$ cat src/rtl/ecc_pkg.sv
// Shared types and constants for the exposure countdown controller.
// Used by ecc_step and exposure_countdown_controller_unit; depends on nothing.
package ecc_pkg;

    localparam int unsigned TIME_W   = 16;
    localparam int unsigned PRESS_W  = 17;
    localparam int unsigned CFG_W    = 16;
    localparam int unsigned ENC_W    = 16;
    localparam int unsigned S_DATA_W = 24;
    localparam int unsigned M_DATA_W = 24;
    localparam int unsigned APB_AW   = 3;
    localparam int unsigned APB_DW   = 32;

    localparam logic [TIME_W-1:0] WARN_SECONDS = TIME_W'(8);

    localparam logic [CFG_W-1:0] DEBOUNCE_RESET   = CFG_W'(50);
    localparam logic [CFG_W-1:0] LONG_PRESS_RESET = CFG_W'(2000);

    typedef enum logic [1:0] {
        KIND_MS_TICK  = 2'd0,
        KIND_SEC_TICK = 2'd1,
        KIND_ENC_CAP  = 2'd2,
        KIND_LID      = 2'd3
    } ecc_kind_t;

    // Register index, taken from paddr[2].
    typedef enum logic {
        REG_DEBOUNCE   = 1'b0,
        REG_LONG_PRESS = 1'b1
    } ecc_reg_t;

    typedef struct packed {
        logic [TIME_W-1:0]  seconds_count;
        logic               running;
        logic               buzzer_level;
        logic [PRESS_W-1:0] press_ticks;
        logic               save_pending;
    } ecc_state_t;

    typedef struct packed {
        logic [CFG_W-1:0] debounce_ticks;
        logic [CFG_W-1:0] long_press_ticks;
    } ecc_cfg_t;

    typedef struct packed {
        ecc_kind_t        kind;
        logic             button_pressed;
        logic             lid_open;
        logic [ENC_W-1:0] encoder_count;
    } ecc_item_t;

    typedef struct packed {
        logic [TIME_W-1:0] seconds_left;
        logic              lamp_on;
        logic              buzzer_on;
        logic              display_update;
        logic              save_request;
    } ecc_result_t;

endpackage

$ cat src/rtl/exposure_countdown_controller_unit.sv
// Top level of the exposure lamp countdown controller: stream ports, APB registers, state.
// Depends on ecc_pkg and ecc_step.

// Each transfer on the input stream is one event: a millisecond tick that samples the
// encoder button, a one-second tick that counts the exposure down, an encoder capture that
// sets the time to (count/4)*15 seconds while idle, or a lid switch change. Every input
// transfer yields exactly one result transfer carrying the remaining seconds, the lamp
// and buzzer levels, and the display-update and settings-save pulses. An item waits in
// the input register and is then evaluated by combinational logic into the output
// register, from which its result is offered; a new item is taken in every cycle while
// the result stream is not stalled. The only limit on throughput is backpressure on
// the result stream. While the output register holds a waiting result, one more item
// can still enter the input register; once both are full, s_tready follows m_tready in
// the same cycle. The two configuration registers (debounce_ticks at byte address 0,
// long_press_ticks at byte address 4) are written over APB and should only be changed
// while no item is in flight.
module exposure_countdown_controller_unit (
    input  logic                           aclk,
    input  logic                           aresetn,
    // Input stream.
    input  logic                           s_tvalid,
    output logic                           s_tready,
    // tdata bits: [0] button_pressed, [1] lid_open, [17:2] encoder_count, [23:18] zero.
    input  logic [ecc_pkg::S_DATA_W-1:0]   s_tdata,
    // tuser bits: [1:0] kind.
    input  logic [1:0]                     s_tuser,
    // Result stream.
    output logic                           m_tvalid,
    input  logic                           m_tready,
    // tdata bits: [15:0] seconds_left, [16] lamp_on, [17] buzzer_on, [18] display_update,
    // [19] save_request, [23:20] zero.
    output logic [ecc_pkg::M_DATA_W-1:0]   m_tdata,
    // APB configuration port.
    input  logic                           psel,
    input  logic                           penable,
    input  logic                           pwrite,
    input  logic [ecc_pkg::APB_AW-1:0]     paddr,
    input  logic [ecc_pkg::APB_DW-1:0]     pwdata,
    output logic [ecc_pkg::APB_DW-1:0]     prdata,
    output logic                           pready
);
    import ecc_pkg::*;

    // Configuration registers.
    ecc_cfg_t    cfg_reg, cfg_next;
    ecc_reg_t    reg_sel;
    logic        cfg_wr;

    // Input register.
    logic        in_vld_reg, in_vld_next;
    ecc_item_t   in_item_reg, in_item_next;

    // Controller state.
    ecc_state_t  state_reg, state_next, state_step;

    // Output register.
    logic        out_vld_reg, out_vld_next;
    ecc_result_t out_res_reg, out_res_next, res_step;

    logic        s_xfer;
    logic        advance;

    // APB: always ready, write on the access phase. Only paddr[2] selects a register.
    assign pready  = 1'b1;
    assign reg_sel = ecc_reg_t'(paddr[2]);
    assign cfg_wr  = psel && penable && pwrite;

    always_comb begin
        cfg_next = cfg_reg;
        if (cfg_wr) begin
            unique case (reg_sel)
                REG_DEBOUNCE:   cfg_next.debounce_ticks   = pwdata[CFG_W-1:0];
                REG_LONG_PRESS: cfg_next.long_press_ticks = pwdata[CFG_W-1:0];
                default:        cfg_next = cfg_reg;
            endcase
        end
    end

    always_comb begin
        unique case (reg_sel)
            REG_DEBOUNCE:   prdata = APB_DW'(cfg_reg.debounce_ticks);
            REG_LONG_PRESS: prdata = APB_DW'(cfg_reg.long_press_ticks);
            default:        prdata = '0;
        endcase
    end

    // The item in the input register moves on whenever the output register is free or is
    // being emptied in this cycle; the input register then refills in the same cycle.
    assign advance  = in_vld_reg && (!out_vld_reg || m_tready);
    assign s_tready = !in_vld_reg || advance;
    assign s_xfer   = s_tvalid && s_tready;

    always_comb begin
        in_item_next                = in_item_reg;
        in_item_next.kind           = ecc_kind_t'(s_tuser);
        in_item_next.button_pressed = s_tdata[0];
        in_item_next.lid_open       = s_tdata[1];
        in_item_next.encoder_count  = s_tdata[ENC_W+1:2];
        if (!s_xfer) begin
            in_item_next = in_item_reg;
        end
    end

    assign in_vld_next = s_xfer ? 1'b1 : (advance ? 1'b0 : in_vld_reg);

    ecc_step u_step (
        .state_i  (state_reg),
        .cfg_i    (cfg_reg),
        .item_i   (in_item_reg),
        .state_o  (state_step),
        .result_o (res_step)
    );

    // State is committed together with the result, so the following item sees it at once.
    assign state_next   = advance ? state_step : state_reg;
    assign out_res_next = advance ? res_step : out_res_reg;
    assign out_vld_next = advance ? 1'b1 : (m_tready ? 1'b0 : out_vld_reg);

    always_ff @(posedge aclk) begin
        if (!aresetn) begin
            cfg_reg.debounce_ticks   <= DEBOUNCE_RESET;
            cfg_reg.long_press_ticks <= LONG_PRESS_RESET;
            in_vld_reg               <= 1'b0;
            out_vld_reg              <= 1'b0;
            state_reg                <= '0;
        end else begin
            cfg_reg     <= cfg_next;
            in_vld_reg  <= in_vld_next;
            out_vld_reg <= out_vld_next;
            state_reg   <= state_next;
        end
    end

    always_ff @(posedge aclk) begin
        in_item_reg <= in_item_next;
        out_res_reg <= out_res_next;
    end

    assign m_tvalid = out_vld_reg;
    assign m_tdata  = M_DATA_W'({out_res_reg.save_request, out_res_reg.display_update,
                                 out_res_reg.buzzer_on, out_res_reg.lamp_on,
                                 out_res_reg.seconds_left});

endmodule

$ cat src/rtl/ecc_step.sv
// Next-state and result logic for one item of the exposure countdown controller.
// Purely combinational; depends on ecc_pkg.
module ecc_step (
    input  ecc_pkg::ecc_state_t  state_i,
    input  ecc_pkg::ecc_cfg_t    cfg_i,
    input  ecc_pkg::ecc_item_t   item_i,
    output ecc_pkg::ecc_state_t  state_o,
    output ecc_pkg::ecc_result_t result_o
);
    import ecc_pkg::*;

    logic [PRESS_W-1:0] press_inc;
    logic [TIME_W-1:0]  secs_dec;
    logic [TIME_W-1:0]  enc_quarter;
    logic [TIME_W-1:0]  enc_time;
    logic               secs_nz;
    logic               disp;
    logic               save;
    ecc_state_t         nxt;

    assign press_inc   = state_i.press_ticks + PRESS_W'(1);
    assign secs_nz     = (state_i.seconds_count != '0);
    assign secs_dec    = secs_nz ? state_i.seconds_count - TIME_W'(1) : state_i.seconds_count;
    // (count / 4) * 15 computed as 16q - q, wrapping at 16 bits.
    assign enc_quarter = TIME_W'(item_i.encoder_count >> 2);
    assign enc_time    = (enc_quarter << 4) - enc_quarter;

    always_comb begin
        nxt  = state_i;
        disp = 1'b0;
        save = 1'b0;
        unique case (item_i.kind)
            KIND_MS_TICK: begin
                if (item_i.button_pressed) begin
                    nxt.press_ticks = press_inc;
                    if (state_i.press_ticks > {1'b0, cfg_i.long_press_ticks}) begin
                        nxt.running       = 1'b0;
                        nxt.buzzer_level  = 1'b0;
                        nxt.seconds_count = '0;
                        nxt.press_ticks   = '0;
                        disp              = 1'b1;
                    end
                end else begin
                    if (state_i.press_ticks > {1'b0, cfg_i.debounce_ticks} && secs_nz) begin
                        if (state_i.running) begin
                            nxt.running      = 1'b0;
                            nxt.buzzer_level = 1'b0;
                        end else begin
                            if (state_i.save_pending) begin
                                save             = 1'b1;
                                nxt.save_pending = 1'b0;
                            end
                            if (!item_i.lid_open) begin
                                nxt.running = 1'b1;
                            end
                        end
                    end
                    nxt.press_ticks = '0;
                end
            end
            KIND_SEC_TICK: begin
                if (state_i.running) begin
                    nxt.seconds_count = secs_dec;
                    if (secs_dec != '0) begin
                        if (secs_dec < WARN_SECONDS) begin
                            nxt.buzzer_level = !state_i.buzzer_level;
                        end
                    end else begin
                        nxt.running      = 1'b0;
                        nxt.buzzer_level = 1'b0;
                    end
                    disp = 1'b1;
                end
            end
            KIND_ENC_CAP: begin
                if (!state_i.running) begin
                    nxt.seconds_count = enc_time;
                    nxt.save_pending  = 1'b1;
                    disp              = 1'b1;
                end
            end
            KIND_LID: begin
                if (item_i.lid_open || state_i.running) begin
                    nxt.running      = 1'b0;
                    nxt.buzzer_level = 1'b0;
                end else if (secs_nz) begin
                    nxt.running = 1'b1;
                end
            end
            default: begin
                nxt = state_i;
            end
        endcase
    end

    assign state_o                 = nxt;
    assign result_o.seconds_left   = nxt.seconds_count;
    assign result_o.lamp_on        = nxt.running;
    assign result_o.buzzer_on      = nxt.buzzer_level;
    assign result_o.display_update = disp;
    assign result_o.save_request   = save;

endmodule
$ cat config.mk
export PLATFORM = sky130hd
export DESIGN_NAME = exposure_countdown_controller_unit
export DESIGN_NICKNAME = d
export VERILOG_FILES = /design/src/rtl/ecc_pkg.sv /design/src/rtl/exposure_countdown_controller_unit.sv /design/src/rtl/ecc_step.sv
export SDC_FILE = /design/constraint.sdc
export NUM_CORES = 1
export LEC_CHECK = 0
export ABC_AREA = 1
export BUFFER_PORTS_ARGS = -buffer_cell sky130_fd_sc_hd__buf_2
export CORE_ASPECT_RATIO = 1.2
export CORE_MARGIN = 4
export CORE_UTILIZATION = 34
export DETAILED_ROUTE_END_ITERATION = 10
export SKIP_LAST_GASP = 1
export SLEW_MARGIN = 0
export SYNTH_ARGS = -nofsm -noshare
export SYNTH_HDL_FRONTEND = slang
export SYNTH_SLANG_ARGS = --single-unit
$ cat constraint.sdc
create_clock -name aclk -period 3.7 [get_ports aclk]
set_input_delay 0.37 -clock aclk [delete_from_list [all_inputs] [get_ports aclk]]
set_output_delay 0.37 -clock aclk [all_outputs]
set_load 0.005 [all_outputs]
Yosys cells after proc, flatten, opt, wreduce, memory -nomap -nowiden. Cells that the tools add are included. Widths: inputs -> output; s select.

Register bits after elaboration: 110. Latch bits: 0. Memory bits (writable): 0. Memory bits (read-only): 0. Input port bits: 68. Output and inout bits: 59. Word-level logic and storage cells: 90. Memories: 0.

$add $sub $neg: 3. Multiply operators: 0. Divide/modulo/power cells: 0. $lt $le $gt $ge: 3. Eq/ne operators: 7. Shift operators: 0. Muxes and demuxes: 34. Bitwise gates (word level): 3. Reduce and logical (&&, ||, !) cells: 22.

Operators by type and width (count): $pmux 32 s2 (1); $mux 16 (3); $pmux 16 s3 (1); $mux 35 (1); $gt 17x16->1 (2); $reduce_bool 16->1 (2); $mux 1 (22); $mux 19 (1); $mux 18 (1); $add 17x1->17 const B (1); $lt 16x4->1 const B (1); $sub 16x1->16 const B (1); $sub 16x14->16 (1); $ne 2x2->1 const B (3); $pmux 2 s3 (1); $reduce_and 2->1 (3); $reduce_and 6->1 (1); $reduce_bool 2->1 (3); $logic_and 1x1->1 (5); $eq 2x2->1 const B (2); $reduce_or 4->1 (1); $logic_not 1->1 (3); $logic_or 1x1->1 (3); $not 1->1 (3); other kinds (6) (6).

Longest topological paths before layout.
Word-level depth: 7. Depth in mapped cells: 17. Depth with buffers taken out: 17.

By module. Synthesis repeated with hierarchy kept, for this count alone.

Cells, all modules: 1107. Area, all modules: 7719.9 um^2.

Modules (own cells, without submodules): exposure_countdown_controller_unit (times used 1, cells an instance 466, area each 4256.6 um^2); ecc_step (times used 1, cells an instance 641, area each 3463.3 um^2).

Worst setup path after synthesis. No wires, ideal clock.

Kind: register -> register. Start: register state_reg[20] (netlist name). End: register out_res_reg, in the netlist m_tdata[17] (data pin). Library setup time: 0.262 ns. Data arrival time: 1.693 ns. Required time: 3.438 ns. Slack: 1.746 ns. Cell stages (with the launch flop): 15. Buffers on the path: 1. Cell sequence: dfxtp_1 inv_2 ha_1 nand2_4 nor2_4 nand2_4 buf_6 nand2_2 nand2_2 nor3_2 inv_1 nor2_1 nand3_1 nand3_1 nand3_1.

RTL lines: from (decl) (line exposure_countdown_controller_unit.sv:54) `ecc_state_t state_reg, state_next, state_step;`; from (signal assigned) (line exposure_countdown_controller_unit.sv:130) `state_reg <= state_next;`; to (signal assigned) (line exposure_countdown_controller_unit.sv:136) `out_res_reg <= out_res_next;`; to (decl) (line exposure_countdown_controller_unit.sv:58) `ecc_result_t out_res_reg, out_res_next, res_step;`.

Worst setup path in the final report.
Start: register state_reg[9] (netlist name). End: register state_reg[6] (netlist name).

Longest elaborated chain between the ends: 3.

Ends and longest elaborated chain: $gt 17x16->1 (line ecc_step.sv:36) `if (state_i.press_ticks > {1'b0, cfg_i.long_press_ticks}) begin`; $mux 35 (line ecc_step.sv:36); $mux 19 (line ecc_step.sv:34) `if (item_i.button_pressed) begin`.

Every way passes these cells. A chain may end at the register's enable or synchronous reset.

==> impl_metrics.json <==
{
  "hold_viol_final": 0,
  "ys.flop_type": "sky130_fd_sc_hd__dfxtp_1",
  "initialDrtViolationCount": 410,
  "p_leak_nw": 3.75,
  "worstSetupEndpointType": "flop",
  "min-delay-path-class": "in -> reg",
  "max_slew.worst_pin.slew_ps": 742,
  "timing.final.ws_setup_ps": 1100,
  "fin_worst_skew_ps": 19.0,
  "worstHoldStart": "s_tdata[12]",
  "global_route.usage.total": 0.158,
  "syn_avg_cell_area_um2": 7.03,
  "ys_seq_area_frac": 0.361,
  "timing.critical_path.from": "state_reg[9]$_SDFFE_PN0P_",
  "cts_sinks": 108,
  "r2r_setup_slack_ps": 1100,
  "yosysWarnings": 0,
  "floorplan.die_area_um2": 23100,
  "worst_flop_to_flop_path_startpoint": "state_reg[9]$_SDFFE_PN0P_",
  "finalMaxSlewViolations": 0,
  "first_pass_grt_wire_length_mm": 29.9,
  "post-route-period-util": 0.703,
  "postSynthCellCount": 1003,
  "cell_chosen_for_the_clock_root": "sky130_fd_sc_hd__clkbuf_16",
  "total_switching_power_w": 0.000936,
  "n_antenna_cell": 0,
  "port-buffer-count": 79,
  "post_cts_resized": 0,
  "preCtsSetupSlack_ps": 1070,
  "initial_utilization": 0.347,
  "power_per_cell_area_nw_per_um2": 366,
  "worst_ep_arrival_time_ps": 2890,
  "firstDrtPassIters": 5,
  "grt_pass1_vias": 6045,
  "cts_max_level": 3,
  "timing.rr.end": "state_reg[6]$_SDFFE_PN0P_",
  "grt_start_max_net_pins": 44,
  "synth_top_area_cell": "sky130_fd_sc_hd__dfxtp_1",
  "hold-path-cell-count": 1,
  "drt-vias-per-instance": 4.86,
  "layout.cells.most_common_list": "sky130_fd_sc_hd__nand2_1, sky130_fd_sc_hd__inv_1, sky130_fd_sc_hd__a21oi_1",
  "routed-via-count": 6513,
  "cts-buffers-inserted": 9,
  "p_int_w": 0.00196,
  "cap_viol_max_count": 0,
  "row_count": 57,
  "ctsLongestPathBuffers": 2,
  "timing.critical_path.fanout_max": 11,
  "coreArea_um2": 20300,
  "vdd_ir_drop_max_mv": 0.217,
  "die_w_um": 139,
  "setup_violations_final": 0,
  "finalCriticalPeriod_ps": 2600,
  "wl_per_cell_um": 13.8,
  "post-layout-total-power_w": 0.00290,
  "drcViolationCount": 0,
  "mostFrequentLayoutCell": "sky130_fd_sc_hd__nand2_1",
  "dp_hpwl_mm": 14.2,
  "async_flop_share": 0,
  "timing.fmax_mhz": 385,
  "flip_flop_count_of_the_largest_register_all_copies_and_words_added": 36,
  "startpoint_type_of_the_worst_setup_path": "flop",
  "cts_tree": "yes",
  "holdWs_ps": 184,
  "post_cts_buffers": 0,
  "status": "complete, no violations",
  "yosysUniqueCellTypes": 43,
  "fill_cells": 2165,
  "routed_wl_mm": 18.5,
  "r2r_cells": 11,
  "share_comb_of_total_power": 0.205,
  "setup_repair_after_global_routing_missed_its_margin": "no",
  "ffs_latches_synth": 108,
  "detail-route-antenna-nets": 0,
  "drive_gt1_frac": 0.124,
  "slew_headroom": 0.505,
  "power.clock.fraction": 0.335,
  "holdBufCountCts": 0,
  "cts.clk_slew.worst_paths_ps": 80,
  "synth.top_cells.by_area": "sky130_fd_sc_hd__dfxtp_1, sky130_fd_sc_hd__edfxtp_1, sky130_fd_sc_hd__nand2_1, sky130_fd_sc_hd__ha_1, sky130_fd_sc_hd__a21oi_1",
  "critical_path_required_ps": 3990,
  "die_h_um": 166,
  "global_route.overflow_total": 0,
  "finalNetCount": 1184,
  "hold_path_end": "in_item_reg[10]$_DFFE_PP_",
  "synth.top_cell.area_share": 0.199,
  "synth-edff-count": 38,
  "setup_total_negative_slack_ps": 0,
  "globalplace.congestion": 0.855,
  "clock_insertion_delay_worst_skew_ps": 370,
  "grt_antenna_before_repair": 0,
  "netlist_area_um2": 7050,
  "area_growth_syn_to_layout_pct": 12.4,
  "sequentialPowerShare": 0.460,
  "setup.worst_path.class": "reg -> reg",
  "ioPinCount": 127,
  "p_sw_frac": 0.323
}
==> worst max-delay path: stages, from the launching register on <==
cell and delay (ps):
sky130_fd_sc_hd__dfxtp_1 480, sky130_fd_sc_hd__ha_1 320, sky130_fd_sc_hd__nand2_1 100, sky130_fd_sc_hd__a21oi_1 40, sky130_fd_sc_hd__nor3_1 170, sky130_fd_sc_hd__nand2_1 80, sky130_fd_sc_hd__nand2_1 60, sky130_fd_sc_hd__nand3_1 150
sky130_fd_sc_hd__nand2_1 350, sky130_fd_sc_hd__nand2_1 250, sky130_fd_sc_hd__or3b_1 420, sky130_fd_sc_hd__a21oi_1 130
==> layer usage <==
| layer | share of wire | track usage | up-vias |
|---|---|---|---|
| met1 | 0.41 | 0.178 | 2919 |
| met2 | 0.53 | 0.291 | 137 |
| met4 | 0.034 | 0.0715 | 0 |
| li1 | - | - | 3417 |
| met5 | 0 | 0 | - |
| met3 | 0.031 | 0.0262 | 40 |
==> power groups by stage <==
stage,combinational [W],clock (W),sequential (W)
2_1_floorplan,0.000439,0,0.00135
3_3_place_gp,0.000589,0,0.00136
3_5_place_dp,0.000593,0,0.00136
4_1_cts,0.000597,0.00100,0.00133
5_1_grt,0.000678,0.00104,0.00134
6_report,0.000596,0.000972,0.00133
==> stage by stage <==
| stage | instance area (um^2) | utilization | cells |
|---|---|---|---|
| floorplan | 7120 | - | 1022 |
| global placement | 7630 | 0.375 | 1325 |
| detailed placement | 7630 | 0.375 | 1325 |
| CTS | 7920 | 0.390 | 1341 |
| global route | 7920 | 0.390 | 1341 |
| finish | 7920 | 0.390 | 1341 |
==> Yosys cell counts (2+ instances only) <==
cell type / n
sky130_fd_sc_hd__nand2_1: 208
sky130_fd_sc_hd__inv_1: 141
sky130_fd_sc_hd__a21oi_1: 112
sky130_fd_sc_hd__o21ai_0: 92
sky130_fd_sc_hd__nor2_1: 79
sky130_fd_sc_hd__dfxtp_1: 70
sky130_fd_sc_hd__nand3_1: 50
sky130_fd_sc_hd__ha_1: 45
sky130_fd_sc_hd__edfxtp_1: 38
sky130_fd_sc_hd__clkbuf_1: 25
sky130_fd_sc_hd__buf_4: 21
sky130_fd_sc_hd__nand4_1: 20
sky130_fd_sc_hd__o21ai_1: 14
sky130_fd_sc_hd__o211ai_1: 11
sky130_fd_sc_hd__nor2_2: 10
sky130_fd_sc_hd__xor2_1: 7
sky130_fd_sc_hd__inv_2: 6
sky130_fd_sc_hd__nor3_1: 6
sky130_fd_sc_hd__o21bai_1: 5
sky130_fd_sc_hd__nand2_2: 4
sky130_fd_sc_hd__or3b_1: 4
sky130_fd_sc_hd__a31oi_1: 3
sky130_fd_sc_hd__and2_1: 3
sky130_fd_sc_hd__or2_2: 3
sky130_fd_sc_hd__a21o_1: 2
sky130_fd_sc_hd__conb_1: 2
sky130_fd_sc_hd__nand2_4: 2
sky130_fd_sc_hd__nor2_4: 2
sky130_fd_sc_hd__nor3_2: 2
sky130_fd_sc_hd__o21a_1: 2
sky130_fd_sc_hd__o22ai_1: 2
==> final cells by class <==
class	instances	area, um^2	share of cell area
multi-input cells	718	3750	0.474
flip-flops and latches	108	2540	0.321
inverters	148	556	0.0701
repair buffers	86	448	0.0565
well taps	265	332	0.0419
clock buffers	9	225	0.0284
clock inverters	7	65.1	0.00821
==> logic make-up after synthesis <==
family / share of synthesized area
other: 0.00107
adder cells (fa/ha/maj): 0.0799
AO/OA/AOI/OAI: 0.185
buffers and inverters: 0.117
flip-flops: 0.361
XOR/XNOR: 0.00994
AND/OR/NAND/NOR: 0.246
==> worst max-delay path by stage <==
stage | endpoint | slack, ps
floorplan | m_tdata[17]$_DFFE_PP_ | 1750
global placement | state_reg[12]$_SDFFE_PN0P_ | 1080
detailed placement | state_reg[6]$_SDFFE_PN0P_ | 1070
CTS | state_reg[6]$_SDFFE_PN0P_ | 1050
global route | state_reg[11]$_SDFFE_PN0P_ | 840
finish | state_reg[6]$_SDFFE_PN0P_ | 1100
No activity file was read; power rests on OpenSTA's default activity.
